`config.mk`:
```
export PLATFORM = sky130hd
export DESIGN_NAME = compass_heading_smoother
export DESIGN_NICKNAME = d
export VERILOG_FILES = /design/src/hw/rtl/chs_pkg.sv /design/src/hw/rtl/chs_front.sv /design/src/hw/rtl/chs_queue.sv /design/src/hw/rtl/chs_cordic.sv /design/src/hw/rtl/chs_back.sv /design/src/hw/rtl/compass_heading_smoother.sv
export SDC_FILE = /design/constraint.sdc
export NUM_CORES = 1
export LEC_CHECK = 0
export BUFFER_PORTS_ARGS = -buffer_cell sky130_fd_sc_hd__buf_2
export CAP_MARGIN = 20
export CORE_UTILIZATION = 40
export CTS_BUF_LIST = sky130_fd_sc_hd__clkbuf_8
export DETAILED_ROUTE_END_ITERATION = 10
export GPL_ROUTABILITY_DRIVEN = 0
export PLACE_DENSITY_LB_ADDON = 0.12
export SYNTH_ARGS = -nofsm -noshare
export SYNTH_HDL_FRONTEND = slang
export SYNTH_HIERARCHICAL = 1
export SYNTH_SLANG_ARGS = --single-unit
```
`constraint.sdc`:
```
create_clock -name clock -period 6.6 [get_ports clock]
set_input_delay 0.99 -clock clock [delete_from_list [all_inputs] [get_ports clock]]
set_output_delay 0.99 -clock clock [all_outputs]
set_load 0.02 [all_outputs]
```
`src/hw/rtl/chs_pkg.sv`:
```
`timescale 1ns / 1ps
// ----------------------------------------------------------------------------
// chs_pkg
// Shared types, fixed-point constants and the CORDIC angle table for the
// compass heading smoother.
// ----------------------------------------------------------------------------
package chs_pkg;

   // Payload widths
   localparam int AXIS_W    = 16;             // signed axis reading
   localparam int MAG_W     = AXIS_W + 1;     // magnitude, holds 32768
   localparam int HDG_W     = 17;             // heading, Q9.8 degrees
   localparam int DEG_W     = 9;              // whole degrees

   // Angles in Q9.8 degrees
   localparam logic [HDG_W-1:0] DEG90_Q8  = HDG_W'(90 * 256);
   localparam logic [HDG_W-1:0] DEG180_Q8 = HDG_W'(180 * 256);
   localparam logic [HDG_W-1:0] DEG270_Q8 = HDG_W'(270 * 256);
   localparam logic [HDG_W-1:0] DEG360_Q8 = HDG_W'(360 * 256);
   localparam int               DEG360_INT = 360 * 256;

   // CORDIC arctangent
   localparam int CORDIC_STEPS    = 16;
   localparam int CORDIC_PRESHIFT = 14;
   localparam int ITER_W          = $clog2(CORDIC_STEPS);
   localparam int VEC_W           = 33;       // rotating x/y, signed
   localparam int Z_W             = 26;       // angle, Q16 degrees, signed
   localparam int ATAN_W          = 22;
   localparam int ZCLAMP_W        = 23;
   localparam logic [ZCLAMP_W-1:0] DEG90_Q16 = ZCLAMP_W'(90 * 65536);

   // Default ring depth and queue depth
   localparam int CHS_RING_DEPTH  = 8;
   localparam int CHS_QUEUE_DEPTH = 2;

   // How the heading is formed from the first-quadrant angle
   typedef enum logic [2:0] {
      OP_FIXED_0   = 3'd0,
      OP_FIXED_180 = 3'd1,
      OP_90_MINUS  = 3'd2,
      OP_90_PLUS   = 3'd3,
      OP_270_MINUS = 3'd4,
      OP_270_PLUS  = 3'd5
   } op_type;

   // One classified sample on its way to the back end
   typedef struct packed {
      op_type             op;
      logic [MAG_W-1:0]   num;   // |x|
      logic [MAG_W-1:0]   den;   // |y|
   } item_type;

   // atan(2^-i) in degrees with 16 fractional bits
   function automatic logic [ATAN_W-1:0] atan_lut(input logic [ITER_W-1:0] idx);
      logic [ATAN_W-1:0] val;
      begin
         case (idx)
            4'd0:    val = ATAN_W'(2949120);
            4'd1:    val = ATAN_W'(1740967);
            4'd2:    val = ATAN_W'(919879);
            4'd3:    val = ATAN_W'(466945);
            4'd4:    val = ATAN_W'(234379);
            4'd5:    val = ATAN_W'(117304);
            4'd6:    val = ATAN_W'(58666);
            4'd7:    val = ATAN_W'(29335);
            4'd8:    val = ATAN_W'(14668);
            4'd9:    val = ATAN_W'(7334);
            4'd10:   val = ATAN_W'(3667);
            4'd11:   val = ATAN_W'(1833);
            4'd12:   val = ATAN_W'(917);
            4'd13:   val = ATAN_W'(458);
            4'd14:   val = ATAN_W'(229);
            4'd15:   val = ATAN_W'(115);
            default: val = '0;
         endcase
         return val;
      end
   endfunction

endpackage

```
`src/hw/rtl/chs_front.sv`:
```
`timescale 1ns / 1ps
// ----------------------------------------------------------------------------
// chs_front
// Accepts a sample transaction, sorts it into a heading case and splits it
// into axis magnitudes; holds it in a register until the queue takes it.
// ----------------------------------------------------------------------------
module chs_front
   import chs_pkg::*;
(
   input  logic                     clock,
   input  logic                     reset,
   input  logic                     req_valid,
   output logic                     req_ready,
   input  logic signed [AXIS_W-1:0] req_x_value,
   input  logic signed [AXIS_W-1:0] req_y_value,
   output logic                     push_valid,
   input  logic                     push_ready,
   output item_type                 push_item
);

   logic      hold_valid_ff, hold_valid_in;
   item_type  item_ff, item_in;
   logic      accept;
   logic signed [MAG_W-1:0] x_ext, y_ext;
   logic      x_neg, y_neg, y_zero, same_sign;

   assign req_ready  = !hold_valid_ff || push_ready;
   assign accept     = req_valid && req_ready;
   assign push_valid = hold_valid_ff;
   assign push_item  = item_ff;

   // Classify the sample
   always_comb begin
      x_ext     = {req_x_value[AXIS_W-1], req_x_value};
      y_ext     = {req_y_value[AXIS_W-1], req_y_value};
      x_neg     = req_x_value[AXIS_W-1];
      y_neg     = req_y_value[AXIS_W-1];
      y_zero    = (req_y_value == '0);
      same_sign = (!x_neg) == (!y_neg && !y_zero);

      item_in.num = x_neg ? MAG_W'(-x_ext) : MAG_W'(x_ext);
      item_in.den = y_neg ? MAG_W'(-y_ext) : MAG_W'(y_ext);
      if (y_zero) begin
         item_in.op = x_neg ? OP_FIXED_180 : OP_FIXED_0;
      end else if (!y_neg) begin
         item_in.op = same_sign ? OP_90_MINUS : OP_90_PLUS;
      end else begin
         item_in.op = same_sign ? OP_270_MINUS : OP_270_PLUS;
      end
   end

   // Hold the classified item until the queue takes it
   always_comb begin
      hold_valid_in = hold_valid_ff;
      if (accept) begin
         hold_valid_in = 1'b1;
      end else if (push_ready) begin
         hold_valid_in = 1'b0;
      end
   end

   always_ff @(posedge clock) begin
      if (reset) begin
         hold_valid_ff <= 1'b0;
      end else begin
         hold_valid_ff <= hold_valid_in;
      end
   end

   always_ff @(posedge clock) begin
      if (accept) begin
         item_ff <= item_in;
      end
   end

endmodule

```
`src/hw/rtl/chs_queue.sv`:
```
`timescale 1ns / 1ps
// ----------------------------------------------------------------------------
// chs_queue
// Short first-in first-out queue of classified items between the front end
// and the back end.
// ----------------------------------------------------------------------------
module chs_queue
   import chs_pkg::*;
(
   input  logic     clock,
   input  logic     reset,
   input  logic     push_valid,
   output logic     push_ready,
   input  item_type push_item,
   output logic     pop_valid,
   input  logic     pop_ready,
   output item_type pop_item
);

   localparam int PTR_W = (CHS_QUEUE_DEPTH > 1) ? $clog2(CHS_QUEUE_DEPTH) : 1;
   localparam int CNT_W = $clog2(CHS_QUEUE_DEPTH + 1);

   item_type           slot_ff [CHS_QUEUE_DEPTH];
   logic [PTR_W-1:0]   wr_ptr_ff, wr_ptr_in;
   logic [PTR_W-1:0]   rd_ptr_ff, rd_ptr_in;
   logic [CNT_W-1:0]   count_ff,  count_in;
   logic               do_push, do_pop;

   assign push_ready = (count_ff != CNT_W'(CHS_QUEUE_DEPTH));
   assign pop_valid  = (count_ff != '0);
   assign pop_item   = slot_ff[rd_ptr_ff];
   assign do_push    = push_valid && push_ready;
   assign do_pop     = pop_valid && pop_ready;

   // Advance pointers and occupancy
   always_comb begin
      wr_ptr_in = wr_ptr_ff;
      rd_ptr_in = rd_ptr_ff;
      count_in  = count_ff;
      if (do_push) begin
         wr_ptr_in = (wr_ptr_ff == PTR_W'(CHS_QUEUE_DEPTH - 1)) ? '0 : wr_ptr_ff + 1'b1;
      end
      if (do_pop) begin
         rd_ptr_in = (rd_ptr_ff == PTR_W'(CHS_QUEUE_DEPTH - 1)) ? '0 : rd_ptr_ff + 1'b1;
      end
      if (do_push && !do_pop) begin
         count_in = count_ff + 1'b1;
      end else if (!do_push && do_pop) begin
         count_in = count_ff - 1'b1;
      end
   end

   always_ff @(posedge clock) begin
      if (reset) begin
         wr_ptr_ff <= '0;
         rd_ptr_ff <= '0;
         count_ff  <= '0;
      end else begin
         wr_ptr_ff <= wr_ptr_in;
         rd_ptr_ff <= rd_ptr_in;
         count_ff  <= count_in;
      end
   end

   always_ff @(posedge clock) begin
      if (do_push) begin
         slot_ff[wr_ptr_ff] <= push_item;
      end
   end

endmodule

```
`src/hw/rtl/chs_cordic.sv`:
```
`timescale 1ns / 1ps
// ----------------------------------------------------------------------------
// chs_cordic
// Iterative vectoring CORDIC: one micro-rotation per cycle, sixteen in all,
// giving atan(num/den) in Q9.8 degrees, clamped to 0..90.
// ----------------------------------------------------------------------------
module chs_cordic
   import chs_pkg::*;
(
   input  logic               clock,
   input  logic               reset,
   input  logic               start,
   input  logic [MAG_W-1:0]   num,
   input  logic [MAG_W-1:0]   den,
   output logic               done,
   output logic [HDG_W-1:0]   angle
);

   logic                     busy_ff, busy_in;
   logic [ITER_W-1:0]        iter_ff, iter_in;
   logic signed [VEC_W-1:0]  cx_ff, cx_in;
   logic signed [VEC_W-1:0]  cy_ff, cy_in;
   logic signed [Z_W-1:0]    z_ff,  z_in;
   logic signed [VEC_W-1:0]  dx, dy;
   logic signed [Z_W-1:0]    step_angle;
   logic [ZCLAMP_W-1:0]      z_clamped;
   logic [ZCLAMP_W:0]        z_rounded;
   logic [HDG_W-1:0]         angle_raw;

   assign done = busy_ff && (iter_ff == ITER_W'(CORDIC_STEPS - 1));

   // One micro-rotation per cycle
   always_comb begin
      dx         = cy_ff >>> iter_ff;
      dy         = cx_ff >>> iter_ff;
      step_angle = $signed({{(Z_W - ATAN_W){1'b0}}, atan_lut(iter_ff)});
      busy_in    = busy_ff;
      iter_in    = iter_ff;
      cx_in      = cx_ff;
      cy_in      = cy_ff;
      z_in       = z_ff;
      if (start) begin
         busy_in = 1'b1;
         iter_in = '0;
         cx_in   = $signed(VEC_W'({den, {CORDIC_PRESHIFT{1'b0}}}));
         cy_in   = $signed(VEC_W'({num, {CORDIC_PRESHIFT{1'b0}}}));
         z_in    = '0;
      end else if (busy_ff) begin
         if (!cy_ff[VEC_W-1]) begin
            cx_in = cx_ff + dx;
            cy_in = cy_ff - dy;
            z_in  = z_ff + step_angle;
         end else begin
            cx_in = cx_ff - dx;
            cy_in = cy_ff + dy;
            z_in  = z_ff - step_angle;
         end
         iter_in = iter_ff + 1'b1;
         if (done) begin
            busy_in = 1'b0;
         end
      end
   end

   always_ff @(posedge clock) begin
      if (reset) begin
         busy_ff <= 1'b0;
         iter_ff <= '0;
      end else begin
         busy_ff <= busy_in;
         iter_ff <= iter_in;
      end
   end

   always_ff @(posedge clock) begin
      cx_ff <= cx_in;
      cy_ff <= cy_in;
      z_ff  <= z_in;
   end

   // Clamp to 0..90 degrees and round to 8 fractional bits
   always_comb begin
      if (z_ff[Z_W-1]) begin
         z_clamped = '0;
      end else if (z_ff > $signed({{(Z_W - ZCLAMP_W){1'b0}}, DEG90_Q16})) begin
         z_clamped = DEG90_Q16;
      end else begin
         z_clamped = z_ff[ZCLAMP_W-1:0];
      end
      z_rounded = {1'b0, z_clamped} + (ZCLAMP_W + 1)'(128);
      angle_raw = HDG_W'(z_rounded[ZCLAMP_W:8]);
      angle     = (angle_raw > DEG90_Q8) ? DEG90_Q8 : angle_raw;
   end

endmodule

```
`src/hw/rtl/chs_back.sv`:
```
`timescale 1ns / 1ps
// ----------------------------------------------------------------------------
// chs_back
// Runs one item at a time: arctangent, heading, ring and running sum update,
// average by reciprocal multiply, and the result output register.
// ----------------------------------------------------------------------------
module chs_back
   import chs_pkg::*;
#(
   parameter int RING_DEPTH = CHS_RING_DEPTH
)(
   input  logic               clock,
   input  logic               reset,
   input  logic               pop_valid,
   output logic               pop_ready,
   input  item_type           pop_item,
   output logic               rsp_valid,
   input  logic               rsp_ready,
   output logic [DEG_W-1:0]   rsp_raw_heading,
   output logic [DEG_W-1:0]   rsp_smoothed_heading
);

   localparam int SLOT_W   = $clog2(RING_DEPTH);
   localparam int SUM_W    = $clog2(RING_DEPTH * DEG360_INT);
   localparam int RECIP_SH = SUM_W + $clog2(RING_DEPTH);
   localparam int RECIP_W  = SUM_W + 2;
   localparam longint RECIP_VAL = ((64'sd1 <<< RECIP_SH) + RING_DEPTH - 1) / RING_DEPTH;
   localparam logic [RECIP_W-1:0] RECIP = RECIP_W'(RECIP_VAL);
   localparam int PROD_W   = SUM_W + RECIP_W;

   typedef enum logic [5:0] {
      ST_IDLE    = 6'b000001,
      ST_ROTATE  = 6'b000010,
      ST_HEADING = 6'b000100,
      ST_UPDATE  = 6'b001000,
      ST_SCALE   = 6'b010000,
      ST_SEND    = 6'b100000
   } state_type;

   state_type              state_ff, state_in;
   op_type                 op_ff;
   logic [HDG_W-1:0]       heading_ff, heading_in;
   logic [HDG_W-1:0]       last_ff;
   logic [HDG_W-1:0]       ring_ff [RING_DEPTH];
   logic [SLOT_W-1:0]      slot_ff;
   logic [SUM_W-1:0]       sum_ff, sum_in;
   logic [PROD_W-1:0]      prod_ff;
   logic                   rsp_valid_ff;
   logic [DEG_W-1:0]       raw_ff, smooth_ff;
   logic                   cordic_start, cordic_done;
   logic [HDG_W-1:0]       angle;
   logic [HDG_W-1:0]       heading_sum;
   logic [HDG_W-1:0]       old_entry, diff;
   logic                   jump;
   logic                   send_load;

   assign pop_ready    = (state_ff == ST_IDLE);
   assign cordic_start = pop_valid && (state_ff == ST_IDLE);
   assign send_load    = (state_ff == ST_SEND) && (!rsp_valid_ff || rsp_ready);

   chs_cordic u_cordic (
      .clock (clock),
      .reset (reset),
      .start (cordic_start),
      .num   (pop_item.num),
      .den   (pop_item.den),
      .done  (cordic_done),
      .angle (angle)
   );

   // Sequence one item through the back end
   always_comb begin
      state_in = state_ff;
      case (state_ff)
         ST_IDLE:    if (pop_valid)   state_in = ST_ROTATE;
         ST_ROTATE:  if (cordic_done) state_in = ST_HEADING;
         ST_HEADING: state_in = ST_UPDATE;
         ST_UPDATE:  state_in = ST_SCALE;
         ST_SCALE:   state_in = ST_SEND;
         ST_SEND:    if (send_load)   state_in = ST_IDLE;
         default:    state_in = ST_IDLE;
      endcase
   end

   // Form the heading from the quadrant case and the angle
   always_comb begin
      case (op_ff)
         OP_FIXED_0:   heading_sum = '0;
         OP_FIXED_180: heading_sum = DEG180_Q8;
         OP_90_MINUS:  heading_sum = DEG90_Q8 - angle;
         OP_90_PLUS:   heading_sum = DEG90_Q8 + angle;
         OP_270_MINUS: heading_sum = DEG270_Q8 - angle;
         OP_270_PLUS:  heading_sum = DEG270_Q8 + angle;
         default:      heading_sum = '0;
      endcase
      heading_in = (heading_sum >= DEG360_Q8) ? heading_sum - DEG360_Q8 : heading_sum;
   end

   // Jump test against the previous entry and running sum update
   always_comb begin
      old_entry = ring_ff[slot_ff];
      diff      = (heading_ff > last_ff) ? heading_ff - last_ff : last_ff - heading_ff;
      jump      = (diff > DEG180_Q8);
      if (jump) begin
         sum_in = SUM_W'(heading_ff) * SUM_W'(RING_DEPTH);
      end else begin
         sum_in = sum_ff - SUM_W'(old_entry) + SUM_W'(heading_ff);
      end
   end

   always_ff @(posedge clock) begin
      if (reset) begin
         state_ff     <= ST_IDLE;
         rsp_valid_ff <= 1'b0;
         last_ff      <= '0;
         slot_ff      <= '0;
         sum_ff       <= '0;
         for (int i = 0; i < RING_DEPTH; i++) begin
            ring_ff[i] <= '0;
         end
      end else begin
         state_ff <= state_in;
         if (send_load) begin
            rsp_valid_ff <= 1'b1;
         end else if (rsp_ready) begin
            rsp_valid_ff <= 1'b0;
         end
         if (state_ff == ST_UPDATE) begin
            last_ff <= heading_ff;
            sum_ff  <= sum_in;
            slot_ff <= (slot_ff == SLOT_W'(RING_DEPTH - 1)) ? '0 : slot_ff + 1'b1;
            for (int i = 0; i < RING_DEPTH; i++) begin
               if (jump || (slot_ff == SLOT_W'(i))) begin
                  ring_ff[i] <= heading_ff;
               end
            end
         end
      end
   end

   // Payload registers
   always_ff @(posedge clock) begin
      if (cordic_start) begin
         op_ff <= pop_item.op;
      end
      if (state_ff == ST_HEADING) begin
         heading_ff <= heading_in;
      end
      if (state_ff == ST_SCALE) begin
         prod_ff <= PROD_W'(sum_ff) * PROD_W'(RECIP);
      end
      if (send_load) begin
         raw_ff    <= heading_ff[HDG_W-1:8];
         smooth_ff <= prod_ff[RECIP_SH + 16 : RECIP_SH + 8];
      end
   end

   assign rsp_valid            = rsp_valid_ff;
   assign rsp_raw_heading      = raw_ff;
   assign rsp_smoothed_heading = smooth_ff;

endmodule

```
`src/hw/rtl/compass_heading_smoother.sv`:
```
`timescale 1ns / 1ps
// ----------------------------------------------------------------------------
// compass_heading_smoother
// Compass heading from a signed X/Y magnetometer sample, with a ring-average
// smoothed heading.
// ----------------------------------------------------------------------------
// Usage:
//   req_ channel: one X/Y sample per transaction (valid/ready).
//   rsp_ channel: one result per sample, raw heading and ring average in
//   whole degrees (valid/ready), in sample order.
//   The back end takes one sample at a time: it takes the item, runs 16 CORDIC
//   micro-rotations on a single shared stage, then does the heading, ring update,
//   reciprocal multiply and output load, and only then takes the next sample.
//   A front register and a two-entry queue keep taking samples while the
//   back end works; when they are full, req_ready drops.
//   If the receiver stalls, the result waits in the output register and the
//   back end finishes the next sample up to the output load, then waits.
//   Reset (synchronous, active high) clears the heading ring, the running
//   sum, the write slot and all handshake state.
// ----------------------------------------------------------------------------
module compass_heading_smoother
   import chs_pkg::*;
#(
   parameter int RING_DEPTH = CHS_RING_DEPTH
)(
   input  logic                     clock,
   input  logic                     reset,
   input  logic                     req_valid,
   output logic                     req_ready,
   input  logic signed [AXIS_W-1:0] req_x_value,
   input  logic signed [AXIS_W-1:0] req_y_value,
   output logic                     rsp_valid,
   input  logic                     rsp_ready,
   output logic [DEG_W-1:0]         rsp_raw_heading,
   output logic [DEG_W-1:0]         rsp_smoothed_heading
);

   logic     push_valid, push_ready;
   item_type push_item;
   logic     pop_valid, pop_ready;
   item_type pop_item;

   // Accept and classify
   chs_front u_front (
      .clock       (clock),
      .reset       (reset),
      .req_valid   (req_valid),
      .req_ready   (req_ready),
      .req_x_value (req_x_value),
      .req_y_value (req_y_value),
      .push_valid  (push_valid),
      .push_ready  (push_ready),
      .push_item   (push_item)
   );

   // Decouple front and back
   chs_queue u_queue (
      .clock      (clock),
      .reset      (reset),
      .push_valid (push_valid),
      .push_ready (push_ready),
      .push_item  (push_item),
      .pop_valid  (pop_valid),
      .pop_ready  (pop_ready),
      .pop_item   (pop_item)
   );

   // Compute heading, smooth and respond
   chs_back #(
      .RING_DEPTH (RING_DEPTH)
   ) u_back (
      .clock                (clock),
      .reset                (reset),
      .pop_valid            (pop_valid),
      .pop_ready            (pop_ready),
      .pop_item             (pop_item),
      .rsp_valid            (rsp_valid),
      .rsp_ready            (rsp_ready),
      .rsp_raw_heading      (rsp_raw_heading),
      .rsp_smoothed_heading (rsp_smoothed_heading)
   );

endmodule
```
==> results.md <==
* Synth top area cells: edfxtp_1, dfxtp_1, ha_1
* Max Cap Viol at 0
* First drt pass iteration count at 5
* Cell taking the most area after synthesis: edfxtp_1
* Power Total at about 19 mW
* Buf/Inv on CP at 1
* Root Buffer: clkbuf_8
* Post-route cell area at 0.0368 mm2
* PortBufs at 55
* CP required at 7050 ps
* CTS tree: done
* Worst skew pair latency at 710 ps
* CP Class: reg2reg
* Final Hold Fails at 0
* Sink of the worst hold path: u_back/rsp_smoothed_heading[6]
* HP Start: u_back/prod_ff[37]
* # DRC at 0
* Final count of pins violating max slew at 0
* Die Wd at slightly below 300 um
* Levels on crit path at 26
* CP startpoint kind: flop
* I/O pin count at 56
* RSZ-0062 raised after global routing: false
* Worst r2r src: u_back/u_cordic/z_ff[7]
* CP delay by family, top: simple AND/OR/NAND/NOR gates
* Cell mode on critical path: o21ai_0
* Yosys reg bits at 469
* Number of global-route vias before repair at 26108
* Overall Global Routing Usage at 0.211
* Clk buf depth at 3
* PwrDens at 509 mW/mm2
* Worst Tran Pin Value at 1080 ps
* Core area at 0.0837 mm2
* Via density at 5.65
* Worst-path clk slew at 70 ps
* H-tree Lvls at 3
* DIE HEIGHT at 293 um
* Total gr overflow at 0
* Fillers at between 8000 and 9000
* Final WL at between 90 and 100 mm
* DP HPWL at 67.3 mm
* Sw Ratio at 0.459
* Clk sinks at 469
* Number of synthesized flops with an enable pin at 328
* CP arrival at approximately 6600 ps
* FMAX at 0.164 GHz
* # Post-CTS Setup Buffers at 0
* YS warnings at 6
* Crit-path max cell delay at between 400 and 500 ps
* Leakage power at 14.1 nW
* Clock power share at 0.153
* Hold crit path type: reg2reg
* Ys flop type: edfxtp_1
* Crit path time final at between 6000 and 7000 ps
* Final core utilization at 0.439
* Vias post-DR at approximately 26000
* Sequential area share after synthesis at 0.374
* Total die area at 0.0858 mm2
* DRT antenna net count at 0
* Crit Reg-Reg Endpoint: u_back/heading_ff[14]
* Rows at 106
* Internal power at between 10 and 15 mW
* Starting density of the core at 0.404
* Initial DRC count at between 2000 and 2500
* Nets at 3703
* Final setup skew at about 60 ps
* Synthesized area per cell at 9.85 um2
* Synth Cell Area at 0.0338 mm2
* # setup viols final at 0
* Max-slew headroom at 0.275
* Share of post-route cells with drive strength above 1 at 0.136
* Initial antenna violation count at 2
* Commonest non-fill, non-tap cell in the layout: nor2_1
* Logic pwr share at 0.609
* Status: completed
* Placement Cell Area at 0.0350 mm2
* Netlist cell types at 118
* Routed WL per cell at 19.5 um
* Commonest non-fill, non-tap cells in the layout: nor2_1, edfxtp_1, nand2_1
* Top-area cell type share of the netlist area at 0.291
* Min-Delay Path Depth at 0
* Max Fanout on Critical Path at 8
* Setup TNS at 0 ps
* Hold buffers post-CTS at 0
* Slowest-stage cell, CP: nor4_1
* CTS buffer count at 86
* Global-route wire length before repair at 145 mm
* Area grow syn2layout at 8.59%
* Reg2reg path depth at 26
* Peak VDD IR at 219 uV
* Async S/R FF share, synth at 0
* Cells after synthesis at around 3400
* CP endpoint kind: flop
* Largest net degree at the start of global routing at 60
* Seq pwr share at 0.238
* Psw at 8.59 mW
* Fin Hold WS at 419 ps
* R2r setup slk at 490 ps
* Final Cycle Share at 0.926
## sequential cells by signal, indices dropped and copies added, names as in the netlist, 3 cells and up, named ones only
register,count
u_queue/slot_ff,74
u_back/u_cordic/iter_ff,4
u_back/u_cordic/z_ff,26
u_back/ring_ff,136
u_back/sum_ff,20
u_back/heading_ff,17
u_back/u_cordic/cy_ff,33
u_back/op_ff,3
u_back/rsp_smoothed_heading,9
u_back/last_ff,17
u_back/rsp_raw_heading,9
u_back/u_cordic/step_angle,22
u_back/state_ff,6
u_back/u_cordic/cx_ff,33
u_back/prod_ff,9
u_front/push_item,37
u_back/slot_ff,3
## cell families (layout without fill, tap and decap cells)
logic type	count (synthesis)	count (layout)	share of synthesized area
flops	469	469	0.374
compound gates	824	824	0.159
mux	300	300	0.129
buf+inv	343	441	0.0505
other cells	2	5	0.000222
simple gates	1076	1076	0.150
xor+xnor	225	225	0.0586
fa+ha+maj	199	199	0.0787
## routing by layer
metal  global-route usage  routed length (um)
met1                0.284               41200
met2                0.350               42800
met3               0.0290                4640
met4               0.0656                2420
met5                    0                   0
## cells in the mapped netlist (20+ instances only)
cell type / instances
a211oi_1: 34
a21o_1: 56
a21oi_1: 254
a31oi_1: 37
and2_1: 28
and3_1: 22
buf_2: 25
buf_6: 22
clkbuf_1: 87
dfxtp_1: 141
edfxtp_1: 328
fa_1: 23
ha_1: 176
inv_1: 170
mux2_2: 79
mux2i_1: 120
mux4_2: 93
nand2_1: 293
nand2b_1: 44
nand3_1: 58
nand4_1: 35
nor2_1: 379
nor2b_1: 30
nor3_1: 67
o211ai_1: 28
o21a_1: 30
o21ai_0: 182
o31ai_1: 21
or3_1: 20
xnor2_1: 150
xor2_1: 74
## worst max path at each step
stage	from	to	slack (ps)
detailed placement	u_back/u_cordic/z_ff[1]	u_back/heading_ff[14]	360
global route	u_back/u_cordic/z_ff[7]	u_back/heading_ff[14]	6
global placement	u_back/u_cordic/z_ff[1]	u_back/heading_ff[14]	450
floorplan	u_back/u_cordic/iter_ff[3]	u_back/u_cordic/cx_ff[15]	800
finish	u_back/u_cordic/z_ff[7]	u_back/heading_ff[14]	490
CTS	u_back/u_cordic/z_ff[1]	u_back/heading_ff[14]	360
## metrics by stage
step / instances / setup WS, ps
2_1_floorplan: 3439 / 798
3_3_place_gp: 4513 / 447
3_5_place_dp: 4514 / 362
4_1_cts: 4671 / 356
5_1_grt: 4673 / 5.66
6_report: 4673 / 487
## area by class of cell
cell class	instances	area (um2)	share of cell area
well taps	1134	1420	0.0386
clock inverters	63	468	0.0127
clock buffers	94	1290	0.0352
inverters	173	649	0.0177
repair buffers	111	719	0.0196
diodes	2	5.00	0.000136
multi-input cells	2627	19500	0.531
flip-flops and latches	469	12700	0.345
## power by group through the flow
stage,Combinational (mW),Sequential (mW),Clock [mW]
2_1_floorplan,9.02,4.10,0
3_3_place_gp,11.1,4.48,0
3_5_place_dp,11.2,4.51,0
4_1_cts,11.3,4.45,2.97
5_1_grt,12.7,4.53,3.08
6_report,11.4,4.46,2.86
## what timing repair did
| item | in CTS | in global routing |
|---|---|---|
| endpoints found under the hold margin | 0 | 0 |
| gates resized for setup | 0 | 3 |
| endpoints found under the setup margin | 0 | 2 |
(Power assumes the default switching activity.)
